--- src/design/dar_pkg.sv ---
`default_nettype none
// ----------------------------------------------------------------------------
// DNS A-record extractor package
// Item types, parse phases, result kinds and header offsets shared by the
// parser, the output stage and the top level.
// ----------------------------------------------------------------------------
package dar_pkg;

    // Input item: one frame byte
    typedef struct packed {
        logic [7:0] data_byte;
        logic       frame_last;
    } dar_in_t;

    // Result item
    typedef struct packed {
        logic [1:0]  kind;
        logic [7:0]  name_char;
        logic [31:0] ipv4_address;
    } dar_out_t;

    // Result kinds
    localparam logic [1:0] KIND_CHAR     = 2'd0;
    localparam logic [1:0] KIND_NAME_END = 2'd1;
    localparam logic [1:0] KIND_ADDR     = 2'd2;

    // Parse phases
    typedef enum logic [2:0] {
        PH_HDR   = 3'd0,
        PH_QNAME = 3'd1,
        PH_QSKIP = 3'd2,
        PH_QTAIL = 3'd3,
        PH_ANS   = 3'd4,
        PH_DATA  = 3'd5,
        PH_DONE  = 3'd6
    } dar_phase_t;

    // Parser status seen by the top level
    typedef struct packed {
        dar_phase_t phase;
        logic       qualified;
    } dar_status_t;

    // Byte offsets within Ethernet + IPv4 + UDP + DNS header
    localparam logic [5:0] OFS_ETYPE_LO  = 6'd13;
    localparam logic [5:0] OFS_IP_VHL    = 6'd14;
    localparam logic [5:0] OFS_IP_PROTO  = 6'd23;
    localparam logic [5:0] OFS_SPORT_LO  = 6'd35;
    localparam logic [5:0] OFS_DPORT_LO  = 6'd37;
    localparam logic [5:0] OFS_FLAGS_HI  = 6'd44;
    localparam logic [5:0] OFS_QDCOUNT   = 6'd47;
    localparam logic [5:0] OFS_ANCOUNT   = 6'd49;
    localparam logic [5:0] OFS_HDR_END   = 6'd53;

    // Field values
    localparam logic [15:0] ETHERTYPE_IPV4 = 16'h0800;
    localparam logic [3:0]  IP_IHL_NO_OPTS = 4'd5;
    localparam logic [7:0]  IP_PROTO_UDP   = 8'd17;
    localparam logic [15:0] DNS_PORT_RESET = 16'd53;
    localparam logic [15:0] RR_TYPE_A      = 16'd1;
    localparam logic [15:0] RDLEN_IPV4     = 16'd4;
    localparam logic [7:0]  CHAR_DOT       = 8'h2E;

    // Field positions within question tail and answer record
    localparam logic [3:0] QTAIL_BYTES   = 4'd4;
    localparam logic [3:0] ANS_TYPE_LO   = 4'd3;
    localparam logic [3:0] ANS_RDLEN_LO  = 4'd11;

endpackage
`default_nettype wire

--- src/design/dar_parser.sv ---
`default_nettype none
// ----------------------------------------------------------------------------
// DNS A-record parser
// Frame parse state and the single-pass next-state and result logic for one
// accepted byte.
// ----------------------------------------------------------------------------
module dar_parser #(
    parameter int NAME_MAX_CHARS = 255
) (
    input  wire logic             clk,
    input  wire logic             rst_n,
    input  wire logic             step,
    input  wire dar_pkg::dar_in_t in_item,
    input  wire logic [15:0]      dns_port,
    output logic                  res_valid,
    output dar_pkg::dar_out_t     res_item,
    output dar_pkg::dar_status_t  status
);
    import dar_pkg::*;

    localparam int CW = $clog2(NAME_MAX_CHARS + 1);
    localparam logic [CW-1:0] NAME_MAX = CW'(NAME_MAX_CHARS);

    // state
    logic [5:0]    byte_offset_reg,      byte_offset_next;
    dar_phase_t    phase_reg,            phase_next;
    logic          qualified_reg,        qualified_next;
    logic [15:0]   header_shift_reg,     header_shift_next;
    logic          response_flag_reg,    response_flag_next;
    logic [15:0]   question_count_reg,   question_count_next;
    logic [15:0]   answers_left_reg,     answers_left_next;
    logic [7:0]    label_left_reg,       label_left_next;
    logic          first_label_reg,      first_label_next;
    logic [CW-1:0] chars_emitted_reg,    chars_emitted_next;
    logic [3:0]    field_index_reg,      field_index_next;
    logic [15:0]   record_type_reg,      record_type_next;
    logic [15:0]   data_length_reg,      data_length_next;
    logic [15:0]   data_left_reg,        data_left_next;
    logic [31:0]   addr_acc_reg,         addr_acc_next;

    logic [7:0]  b;
    logic [15:0] shifted;
    logic [15:0] answers_dec;
    logic [15:0] qcount_dec;
    logic [15:0] data_left_dec;
    logic [31:0] acc_shifted;
    logic        show;
    logic        room;

    assign b             = in_item.data_byte;
    assign shifted       = {header_shift_reg[7:0], b};
    assign answers_dec   = answers_left_reg - 16'd1;
    assign qcount_dec    = question_count_reg - 16'd1;
    assign data_left_dec = data_left_reg - 16'd1;
    assign acc_shifted   = {addr_acc_reg[23:0], b};
    assign show          = (phase_reg == PH_QNAME);
    assign room          = (chars_emitted_reg < NAME_MAX);

    // next state and result for one byte
    always_comb
    begin
        byte_offset_next    = byte_offset_reg;
        phase_next          = phase_reg;
        qualified_next      = qualified_reg;
        header_shift_next   = header_shift_reg;
        response_flag_next  = response_flag_reg;
        question_count_next = question_count_reg;
        answers_left_next   = answers_left_reg;
        label_left_next     = label_left_reg;
        first_label_next    = first_label_reg;
        chars_emitted_next  = chars_emitted_reg;
        field_index_next    = field_index_reg;
        record_type_next    = record_type_reg;
        data_length_next    = data_length_reg;
        data_left_next      = data_left_reg;
        addr_acc_next       = addr_acc_reg;
        res_valid           = 1'b0;
        res_item            = '0;

        if (qualified_reg)
        begin
            unique case (phase_reg)
                PH_HDR:
                begin
                    header_shift_next = shifted;
                    byte_offset_next  = byte_offset_reg + 6'd1;
                    unique case (byte_offset_reg)
                        OFS_ETYPE_LO:
                            if (shifted != ETHERTYPE_IPV4) qualified_next = 1'b0;
                        OFS_IP_VHL:
                            if (b[3:0] != IP_IHL_NO_OPTS) qualified_next = 1'b0;
                        OFS_IP_PROTO:
                            if (b != IP_PROTO_UDP) qualified_next = 1'b0;
                        OFS_SPORT_LO:
                            data_length_next = shifted;
                        OFS_DPORT_LO:
                        begin
                            if (data_length_reg != dns_port && shifted != dns_port)
                                qualified_next = 1'b0;
                            data_length_next = '0;
                        end
                        OFS_FLAGS_HI:
                            response_flag_next = b[7];
                        OFS_QDCOUNT:
                            question_count_next = shifted;
                        OFS_ANCOUNT:
                        begin
                            answers_left_next = shifted;
                            if (!response_flag_reg || question_count_reg == '0 ||
                                shifted == '0)
                                qualified_next = 1'b0;
                        end
                        OFS_HDR_END:
                        begin
                            phase_next         = PH_QNAME;
                            first_label_next   = 1'b1;
                            label_left_next    = '0;
                            chars_emitted_next = '0;
                        end
                        default: ;
                    endcase
                end

                PH_QNAME, PH_QSKIP:
                begin
                    if (label_left_reg != '0)
                    begin
                        label_left_next = label_left_reg - 8'd1;
                        if (show && room)
                        begin
                            res_valid              = 1'b1;
                            res_item.kind          = KIND_CHAR;
                            res_item.name_char     = b;
                            chars_emitted_next     = chars_emitted_reg + 1'b1;
                        end
                    end
                    else if (b == '0)
                    begin
                        if (show)
                        begin
                            res_valid     = 1'b1;
                            res_item.kind = KIND_NAME_END;
                        end
                        phase_next       = PH_QTAIL;
                        field_index_next = '0;
                    end
                    else
                    begin
                        label_left_next = b;
                        if (show && !first_label_reg && room)
                        begin
                            res_valid          = 1'b1;
                            res_item.kind      = KIND_CHAR;
                            res_item.name_char = CHAR_DOT;
                            chars_emitted_next = chars_emitted_reg + 1'b1;
                        end
                        first_label_next = 1'b0;
                    end
                end

                // QTYPE and QCLASS
                PH_QTAIL:
                begin
                    field_index_next = field_index_reg + 4'd1;
                    if (field_index_next == QTAIL_BYTES)
                    begin
                        field_index_next    = '0;
                        question_count_next = qcount_dec;
                        if (qcount_dec != '0)
                        begin
                            phase_next      = PH_QSKIP;
                            label_left_next = '0;
                        end
                        else
                            phase_next = PH_ANS;
                    end
                end

                // answer name pointer, TYPE, CLASS, TTL, RDLENGTH
                PH_ANS:
                begin
                    header_shift_next = shifted;
                    if (field_index_reg == ANS_TYPE_LO)
                        record_type_next = shifted;
                    if (field_index_reg == ANS_RDLEN_LO)
                    begin
                        data_length_next = shifted;
                        data_left_next   = shifted;
                        addr_acc_next    = '0;
                        field_index_next = '0;
                        if (shifted == '0)
                        begin
                            answers_left_next = answers_dec;
                            phase_next = (answers_dec != '0) ? PH_ANS : PH_DONE;
                        end
                        else
                            phase_next = PH_DATA;
                    end
                    else
                        field_index_next = field_index_reg + 4'd1;
                end

                PH_DATA:
                begin
                    addr_acc_next  = acc_shifted;
                    data_left_next = data_left_dec;
                    if (data_left_dec == '0)
                    begin
                        if (record_type_reg == RR_TYPE_A && data_length_reg == RDLEN_IPV4)
                        begin
                            res_valid             = 1'b1;
                            res_item.kind         = KIND_ADDR;
                            res_item.ipv4_address = acc_shifted;
                        end
                        answers_left_next = answers_dec;
                        phase_next        = (answers_dec != '0) ? PH_ANS : PH_DONE;
                        field_index_next  = '0;
                    end
                end

                PH_DONE: ;
                default: ;
            endcase
        end

        // end of frame: back to the start state
        if (in_item.frame_last)
        begin
            byte_offset_next    = '0;
            phase_next          = PH_HDR;
            qualified_next      = 1'b1;
            header_shift_next   = '0;
            response_flag_next  = 1'b0;
            question_count_next = '0;
            answers_left_next   = '0;
            label_left_next     = '0;
            first_label_next    = 1'b1;
            chars_emitted_next  = '0;
            field_index_next    = '0;
            record_type_next    = '0;
            data_length_next    = '0;
            data_left_next      = '0;
            addr_acc_next       = '0;
        end
    end

    // state registers, advanced per accepted item
    always_ff @(posedge clk or negedge rst_n)
    begin
        if (!rst_n)
        begin
            byte_offset_reg    <= '0;
            phase_reg          <= PH_HDR;
            qualified_reg      <= 1'b1;
            header_shift_reg   <= '0;
            response_flag_reg  <= 1'b0;
            question_count_reg <= '0;
            answers_left_reg   <= '0;
            label_left_reg     <= '0;
            first_label_reg    <= 1'b1;
            chars_emitted_reg  <= '0;
            field_index_reg    <= '0;
            record_type_reg    <= '0;
            data_length_reg    <= '0;
            data_left_reg      <= '0;
            addr_acc_reg       <= '0;
        end
        else if (step)
        begin
            byte_offset_reg    <= byte_offset_next;
            phase_reg          <= phase_next;
            qualified_reg      <= qualified_next;
            header_shift_reg   <= header_shift_next;
            response_flag_reg  <= response_flag_next;
            question_count_reg <= question_count_next;
            answers_left_reg   <= answers_left_next;
            label_left_reg     <= label_left_next;
            first_label_reg    <= first_label_next;
            chars_emitted_reg  <= chars_emitted_next;
            field_index_reg    <= field_index_next;
            record_type_reg    <= record_type_next;
            data_length_reg    <= data_length_next;
            data_left_reg      <= data_left_next;
            addr_acc_reg       <= addr_acc_next;
        end
    end

    assign status.phase     = phase_reg;
    assign status.qualified = qualified_reg;

endmodule
`default_nettype wire

--- src/design/dar_out_stage.sv ---
`default_nettype none
// ----------------------------------------------------------------------------
// DNS A-record output stage
// Result register with valid/ready; takes a new item whenever the held one
// is empty or leaving this cycle.
// ----------------------------------------------------------------------------
module dar_out_stage (
    input  wire logic              clk,
    input  wire logic              rst_n,
    input  wire logic              step,
    input  wire logic              res_valid,
    input  wire dar_pkg::dar_out_t res_item,
    output logic                   take,
    output logic                   out_valid,
    input  wire logic              out_ready,
    output dar_pkg::dar_out_t      out_item
);
    import dar_pkg::*;

    logic     valid_reg, valid_next;
    dar_out_t item_reg;

    // room for a new item when empty or draining
    assign take = !valid_reg || out_ready;

    always_comb
    begin
        valid_next = valid_reg;
        if (step)
            valid_next = res_valid;
        else if (out_ready)
            valid_next = 1'b0;
    end

    // valid flag
    always_ff @(posedge clk or negedge rst_n)
    begin
        if (!rst_n)
            valid_reg <= 1'b0;
        else
            valid_reg <= valid_next;
    end

    // payload
    always_ff @(posedge clk)
    begin
        if (step && res_valid)
            item_reg <= res_item;
    end

    assign out_valid = valid_reg;
    assign out_item  = item_reg;

endmodule
`default_nettype wire

--- src/design/dns_a_record_extractor.sv ---
`default_nettype none
// ----------------------------------------------------------------------------
// DNS A-record extractor
// Parses Ethernet frames byte by byte and reports DNS response names and
// type-A answer addresses.
// ----------------------------------------------------------------------------
// Usage:
//   in_*  : one frame byte per item, frame_last on the final byte of a frame.
//   out_* : at most one result item per input item: a name character or dot,
//           a name-end mark, or an IPv4 address.
//   cfg_we/cfg_wdata : sets the UDP port matched as DNS (53 after reset);
//           write only while no frame is in progress.
// Throughput: one input item per cycle, sustained while out_ready stays high.
// Latency: a result appears on out_* the cycle after the byte that caused it
//   is accepted; the parse state and the result register are both updated at
//   that edge.
// Stall: in_ready drops only while a result is held and out_ready is low,
//   so a stalled receiver stops the input after one held item.
// Reset: clears the parse to the start of a frame and empties the result
//   register; dns_port returns to 53.
// ----------------------------------------------------------------------------
module dns_a_record_extractor #(
    parameter int NAME_MAX_CHARS = 255
) (
    input  wire logic              clk,
    input  wire logic              rst_n,
    input  wire logic              in_valid,
    output logic                   in_ready,
    input  wire dar_pkg::dar_in_t  in_item,
    output logic                   out_valid,
    input  wire logic              out_ready,
    output dar_pkg::dar_out_t      out_item,
    input  wire logic              cfg_we,
    input  wire logic [15:0]       cfg_wdata
);
    import dar_pkg::*;

    logic        dns_port_reg;
    logic [15:0] port_reg;
    logic        step;
    logic        res_valid;
    dar_out_t    res_item;
    dar_status_t status;

    // configuration register
    always_ff @(posedge clk or negedge rst_n)
    begin
        if (!rst_n)
            port_reg <= DNS_PORT_RESET;
        else if (cfg_we)
            port_reg <= cfg_wdata;
    end

    // marks that a port write has been seen since reset
    always_ff @(posedge clk or negedge rst_n)
    begin
        if (!rst_n)
            dns_port_reg <= 1'b0;
        else if (cfg_we)
            dns_port_reg <= 1'b1;
    end

    assign step = in_valid && in_ready;

    dar_parser #(
        .NAME_MAX_CHARS (NAME_MAX_CHARS)
    ) u_parser (
        .clk       (clk),
        .rst_n     (rst_n),
        .step      (step),
        .in_item   (in_item),
        .dns_port  (port_reg),
        .res_valid (res_valid),
        .res_item  (res_item),
        .status    (status)
    );

    dar_out_stage u_out (
        .clk       (clk),
        .rst_n     (rst_n),
        .step      (step),
        .res_valid (res_valid),
        .res_item  (res_item),
        .take      (in_ready),
        .out_valid (out_valid),
        .out_ready (out_ready),
        .out_item  (out_item)
    );

    // a frame end always returns the parser to the header phase
    a_frame_end: assert property (@(posedge clk) disable iff (!rst_n)
        (step && in_item.frame_last) |=> (status.phase == PH_HDR && status.qualified))
        else $error("parser not reset after frame end");

    // no result from a rejected frame
    a_reject_quiet: assert property (@(posedge clk) disable iff (!rst_n)
        (step && !status.qualified) |=> !($rose(out_valid)) || !$past(step))
        else $error("result from rejected frame");

    // unused payload fields stay zero
    a_char_zero: assert property (@(posedge clk) disable iff (!rst_n)
        (out_valid && out_item.kind != KIND_CHAR) |-> (out_item.name_char == '0))
        else $error("name_char nonzero outside character item");

    a_addr_zero: assert property (@(posedge clk) disable iff (!rst_n)
        (out_valid && out_item.kind != KIND_ADDR) |-> (out_item.ipv4_address == '0))
        else $error("address nonzero outside address item");

    // the port keeps its reset value until a write has been seen
    a_port_hold: assert property (@(posedge clk) disable iff (!rst_n)
        (!dns_port_reg) |-> (port_reg == DNS_PORT_RESET))
        else $error("dns port changed without a write");

endmodule
`default_nettype wire

--- config.mk ---
export PLATFORM = sky130hd
export DESIGN_NAME = dns_a_record_extractor
export DESIGN_NICKNAME = d
export VERILOG_FILES = /design/src/design/dar_pkg.sv /design/src/design/dar_parser.sv /design/src/design/dar_out_stage.sv /design/src/design/dns_a_record_extractor.sv
export SDC_FILE = /design/constraint.sdc
export NUM_CORES = 1
export LEC_CHECK = 0
export ABC_AREA = 1
export BUFFER_PORTS_ARGS = -buffer_cell sky130_fd_sc_hd__buf_2
export CAP_MARGIN = 5
export CORE_MARGIN = 2
export CORE_UTILIZATION = 40
export CTS_CLUSTER_SIZE = 10
export DETAILED_ROUTE_END_ITERATION = 7
export GPL_TIMING_DRIVEN = 0
export PLACE_DENSITY = 0.53
export SLEW_MARGIN = 20
export SYNTH_ARGS = -nofsm -noshare
export SYNTH_HDL_FRONTEND = slang
export SYNTH_SLANG_ARGS = --single-unit
--- constraint.sdc ---
create_clock -name clk -period 3.2 [get_ports clk]
set_input_delay 0.32 -clock clk [delete_from_list [all_inputs] [get_ports clk]]
set_output_delay 0.32 -clock clk [all_outputs]
set_load 0.01 [all_outputs]
==> results of run 1 <==
[worst register-to-register path, stage by stage, from the launching register on]
cell and delay, ps:
dfrtp_1 370, inv_1 140, ha_1 250, nand2_2 120, nor2_1 190, nand2_1 100
xor2_1 200, nand2_1 90, nor2_2 160, nand3_1 190, nand2_1 120, nand2_1 80
inv_2 190, buf_12 240
[area by class of cell]
cell class	count	area [um^2]	area share
clock inverters	3	18.77	0.001419
plain buffers	41	219.0	0.01655
multi-input cells	997	5226	0.3951
inverters	192	726.9	0.05496
repair buffers	77	470.5	0.03557
flip-flops and latches	203	5298	0.4005
well taps	378	473.0	0.03575
clock buffers	43	795.8	0.06016
[repair_timing]
action | CTS | global route
endpoints found under the hold margin | 53 | 0
setup buffers | 0 | 0
hold buffers | 3 | 0
setup endpoints to repair | 0 | 0
gates resized for setup | 0 | 0
[report_power, final]
part,switching [mW],internal (mW),leakage [nW]
sequential,0.627,3.60,2.53
clock,1.12,1.68,0.400
combinational,4.30,2.05,2.97
[cell families after synthesis]
group / after synthesis
adders and majority gates: 14
and+or+nand+nor: 686
DFF: 203
buffers and inverters: 233
AOI/OAI and AO/OA: 259
muxes: 2
xor gates and xnor gates: 36
[path summary, 6_finish.rpt]
path | from | endpoint | slack [ps] | cells after the start
min in group asynchronous | rst_n | u_parser.question_count_reg[14]$_DFFE_PN0P_ | 310 | 2
min reg2reg | u_parser.label_left_reg[7]$_DFFE_PN0P_ | u_parser.label_left_reg[7]$_DFFE_PN0P_ | 480 | 2
min | cfg_wdata[11] | port_reg[11]$_DFFE_PN0P_ | 10 | 3
max in group asynchronous | rst_n | u_parser.first_label_reg$_DFFE_PN1P_ | 2160 | 3
max reg2reg | u_parser.data_left_reg[0]$_DFFE_PN0P_ | u_out.out_item[0]$_SDFFCE_PN0P_ | 400 | 13
max | u_parser.data_left_reg[0]$_DFFE_PN0P_ | u_out.out_item[0]$_SDFFCE_PN0P_ | 400 | 13
[layer usage]
metal | global-route usage | wire [um] | up-vias
met1 | 0.3182 | 15860 | 4747
li1 | - | - | 4915
met5 | 0 | 0 | -
met2 | 0.3700 | 15490 | 289
met4 | 0.06603 | 1035 | 0
met3 | 0.03816 | 1907 | 61
[metrics by stage]
stage	setup WS, ps	setup TNS [ps]	cell area, um^2	hold slack (ps)	std cells
after floorplan	364.8	0	11470	24.41	1433
after global placement	-978.4	-164570	12300	457.1	1882
after detailed placement	440.8	0	12380	275.9	1885
after CTS	419.3	0	13230	1.271	1934
after global routing	200.2	0	13230	23.69	1934
final	404.1	0	13230	10.59	1934
[cells in the mapped netlist, types with 2 or more instances]
| library cell | instances |
|---|---|
| dfstp_2 | 6 |
| nor2_2 | 14 |
| nor3_4 | 2 |
| mux2_2 | 2 |
| nor3_1 | 19 |
| a22oi_1 | 10 |
| nand3_2 | 3 |
| nor4_1 | 7 |
| nand4_1 | 17 |
| nor2_4 | 12 |
| nor2_1 | 166 |
| a21oi_2 | 2 |
| o31ai_1 | 8 |
| a21oi_1 | 32 |
| xnor2_1 | 14 |
| o21ai_2 | 25 |
| a221oi_1 | 3 |
| buf_6 | 5 |
| o221ai_1 | 2 |
| a31oi_1 | 3 |
| buf_4 | 4 |
| nand3_1 | 111 |
| nand3b_1 | 4 |
| or2_2 | 2 |
| buf_2 | 9 |
| inv_2 | 16 |
| edfxtp_1 | 42 |
| o21ai_1 | 15 |
| nor3_2 | 3 |
| o21ai_0 | 128 |
| ha_1 | 14 |
| a211oi_1 | 2 |
| nand2_1 | 287 |
| nand2_4 | 4 |
| clkbuf_1 | 21 |
| o22ai_1 | 21 |
| xor2_1 | 21 |
| o211ai_1 | 3 |
| and2_1 | 2 |
| dfrtp_1 | 155 |
| nand2_2 | 27 |
| nor3b_1 | 4 |
| inv_1 | 173 |
==> flow_summary.ini, run 1 <==
[synth]
synth-seq-cells = 203
yosys.area_share.simple = 0.2746
muxShareOfSynthArea = 0.001964
synth_edf_count = 42
synth_compound_area_frac = 0.1357
synth_fa_ha_area_frac = 0.01527
synth_top_area_share = 0.3382
syn_inst = 1433
ys_warn_count = 0
synth_fp_nets = 1477
synth_top_family_by_area = simple AND/OR/NAND/NOR gates
synth_area_um2 = 11470
synth_area_leaders = dfrtp_1 (34%), edfxtp_1 (11%), nand2_1 (9.4%)
syn_area_per_cell_um2 = 8.004
yosysUniqueCellTypes = 56
synth-main-ff-cell = dfrtp_1
synth-xor-area-share = 0.02814
seq_area_frac_synth = 0.4619
async_flop_share = 0.7931
synth_top_cell_by_area = dfrtp_1

[layout]
layout_commonest_cell = nand2_1
areaGrowthSynthToFinish_pct = 15.33
fin_util = 0.4722
n_antenna_cell = 0
final_cell_mix = nand2_1 (287), inv_1 (172), nor2_1 (166)
drive_above_1_share = 0.1645
largest_reg_flops = 42
num-fill-cells = 2821
fin_nets = 1582

[clock_network]
root_buffer = clkbuf_16
clockBufferDepth = 3
insertion_delay_ps = 530
h-tree-depth = 1
clk_pin_slew_ps = 60
cts_made_buffers = 26
cts.sink_count = 203
cts_tree = done

[global_route]
track_usage = 0.2293
grt_overflow = 0
grt_max_degree = 58
grt_pass1_wl_um = 54690
antenna_found_initial = 0
grt_pass1_vias = 9748

[place]
io_buffers = 71
gp_congestion = 0.8902
hpwlAfterDp_um = 25790

[routing]
vias = 10010
drt-pass1-iter-count = 6
detail_route.wl_per_cell_um = 17.73
wl_um = 34290
ant_nets = 0
via_per_inst = 5.177
drcViolationCount = 0
drtIter0Drc = 842

[critical_path]
cp_max_fo = 34
cpMaxStageDelayCell = dfrtp_1
setup.worst_path.class = reg2reg
worst_ep_arrival_time_ps = 3020
worstPathRequired_ps = 3420
crit_chain = inv_1 > ha_1 > nand2_2 > nor2_1 > nand2_1 > xor2_1 > nand2_1 > nor2_2 > nand3_1 > nand2_1 > nand2_1 > inv_2 > buf_12
crit_buf_inv = 3
crit_top_cell = nand2_1
cp-start-kind = flip-flop
critPathMaxStageDelay_ps = 370
cp_top_family = simple AND/OR/NAND/NOR gates
end_kind = flip-flop

[power_and_ir_drop]
p_total_mw = 13.37
ir_drop_v = 0.0004623
power_density_nw_per_um2 = 1011
p_leak_nw = 5.907

[timing]
fmax_mhz = 357.7
clock_skew_ps = 12.13
final_hold_viol_count = 0
min_period_ps = 2796
max_slew_margin = 0.5991
period_share = 0.8737
setup_viol = 0
rsz0062_at_grt = no
slew_viol_final = 0
worst_pin_slew_ps = 599.1

[die]
start_util = 0.4095
die_w_um = 173.3
core_um2 = 28010
ios = 74
row_count = 61
fp.dieH_um = 173.3
dieArea_um2 = 30050

[min_path]
hp-class = in2reg

[flow_run]
maxCapViolCount = 0

[outcome]
status = complete, no violations
No activity file was read; power rests on OpenSTA's default activity.
==> run 2, diff against run 1 <==
==> constraint.sdc (replaced) <==
create_clock -name clk -period 2.8 [get_ports clk]
set_input_delay 0.28 -clock clk [delete_from_list [all_inputs] [get_ports clk]]
set_output_delay 0.28 -clock clk [all_outputs]
set_load 0.01 [all_outputs]
==> flow_summary.ini, run 2 (synthesis results as in run 1) <==
[outcome]
status = complete, no violations

[timing]
holdWs_ps = 36.51
slew_viol_final = 0
clock_skew_ps = 15.13
min_period_ps = 2667
worst_pin_slew_ps = 626.6
fmax_mhz = 374.9
final.setup.tns_ps = 0
max_slew_margin = 0.5823
setup_viol = 0
final_hold_viol_count = 0
period_share = 0.9526

[clock_network]
cts_made_buffers = 25
clockBufferDepth = 3
insertion_delay_ps = 550
cts.sink_count = 203
root_buffer = clkbuf_16
cts_tree = done
clk_pin_slew_ps = 60
h-tree-depth = 1

[die]
row_count = 61
core_um2 = 28010
start_util = 0.4095
dieArea_um2 = 30050
fp.dieH_um = 173.3
die_w_um = 173.3
ios = 74

[place]
place_area_um2 = 12370
io_buffers = 71
gp_congestion = 0.8990
numPlacedInstances = 1884
hpwlAfterDp_um = 25750

[layout]
register_area_um2 = 5298
final_cell_mix = nand2_1 (286), inv_1 (171), nor2_1 (166)
areaGrowthSynthToFinish_pct = 16.54
multiInputGateArea_um2 = 5246
layout_commonest_cell = nand2_1
n_antenna_cell = 0
num-fill-cells = 2815
final-instance-count-excl-fill = 1953
fin_nets = 1601
largest_reg_flops = 42
fin_area_um2 = 13370
drive_above_1_share = 0.1670

[global_route]
grt_pass1_wl_um = 54950
grt_pass1_vias = 9524
grt_overflow = 0
grt_max_degree = 73
antenna_found_initial = 0
track_usage = 0.2315

[routing]
via_per_inst = 5.140
vias = 10040
drtIter0Drc = 840
detail_route.wl_per_cell_um = 17.88
wl_um = 34920
drcViolationCount = 0
ant_nets = 0
drt-pass1-iter-count = 5

[flow_run]
maxCapViolCount = 0

[critical_path]
critPathMaxStageDelay_ps = 390
end_kind = flip-flop
cp_max_fo = 6
cpMaxStageDelayCell = dfrtp_1
crit_chain = inv_2 > ha_2 > nand2_2 > nor2_1 > nand2_1 > xor2_1 > nand2_1 > nor2_4 > nand3_2 > nand2_1 > nand2_4 > clkinvlp_4 > buf_4
cp-start-kind = flip-flop
rrSetupSlack_ps = 130
setup.worst_path.class = reg2reg
crit_top_cell = nand2_1
worstPathRequired_ps = 3050
worst_ep_arrival_time_ps = 2920

[power_and_ir_drop]
p_total_mw = 15.48
power_density_nw_per_um2 = 1158
p_leak_nw = 5.943
ir_drop_v = 0.0004474

[min_path]
hp-class = in2reg
## run 2: area by class of cell
type | instances | area share
plain buffers | 41 | 0.01638
clock buffers | 42 | 0.05382
clock inverters | 3 | 0.002247
inverters | 192 | 0.05467
multi-input cells | 997 | 0.3925
flip-flops and latches | 203 | 0.3963
well taps | 378 | 0.03538
repair buffers | 93 | 0.04643
repair inverters | 4 | 0.002247
## run 2: power by group
group          switching, mW  total, mW  internal (mW)
logic                   5.13       7.61           2.47
clock network           1.30       3.04           1.75
registers              0.713       4.83           4.12
## run 2: layer usage
| layer | routed length [um] | global-route usage | up-vias |
|---|---|---|---|
| li1 | - | - | 4950 |
| met1 | 16990 | 0.3356 | 4817 |
| met2 | 15980 | 0.3755 | 229 |
| met3 | 1285 | 0.02632 | 42 |
| met4 | 665 | 0.04555 | 0 |
| met5 | 0 | 0 | - |
## run 2: repair_timing
item | 4_1_cts | 5_1_grt
hold buffers | 15 | 0
setup buffers | 5 | 0
setup endpoints to repair | 42 | 32
hold endpoints to repair | 99 | 0
gates cloned | 4 | 0
resized for setup | 8 | 2
## run 2: path summary, 6_finish.rpt
| kind | start | end | cells after the start |
|---|---|---|---|
| setup / recovery | u_parser.data_left_reg[0]$_DFFE_PN0P_ | u_out.out_item[1]$_SDFFCE_PN0P_ | 13 |
| hold / removal | cfg_wdata[6] | port_reg[6]$_DFFE_PN0P_ | 3 |
| setup reg to reg | u_parser.data_left_reg[0]$_DFFE_PN0P_ | u_out.out_item[1]$_SDFFCE_PN0P_ | 13 |
| hold reg to reg | u_parser.label_left_reg[2]$_DFFE_PN0P_ | u_parser.label_left_reg[2]$_DFFE_PN0P_ | 2 |
| max in group asynchronous | rst_n | u_parser.first_label_reg$_DFFE_PN1P_ | 4 |
| min in group asynchronous | rst_n | u_parser.data_left_reg[9]$_DFFE_PN0P_ | 2 |
## run 2: worst max-delay path, delay by kind of cell (launching register included)
kind / cells / cell delay [ps]
buffers and inverters: 3 / 380
DFF: 1 / 390
and+or+nand+nor: 8 / 1150
xor gates and xnor gates: 1 / 200
adders and majority gates: 1 / 230
## run 2: through the flow
| stage | util | setup WS (ps) |
|---|---|---|
| global route | 0.4772 | -5.113 |
| detailed placement | 0.4415 | -460.2 |
| floorplan | - | 254.9 |
| finish | 0.4772 | 132.6 |
| global placement | 0.4392 | -1342 |
| CTS | 0.4771 | 62.49 |
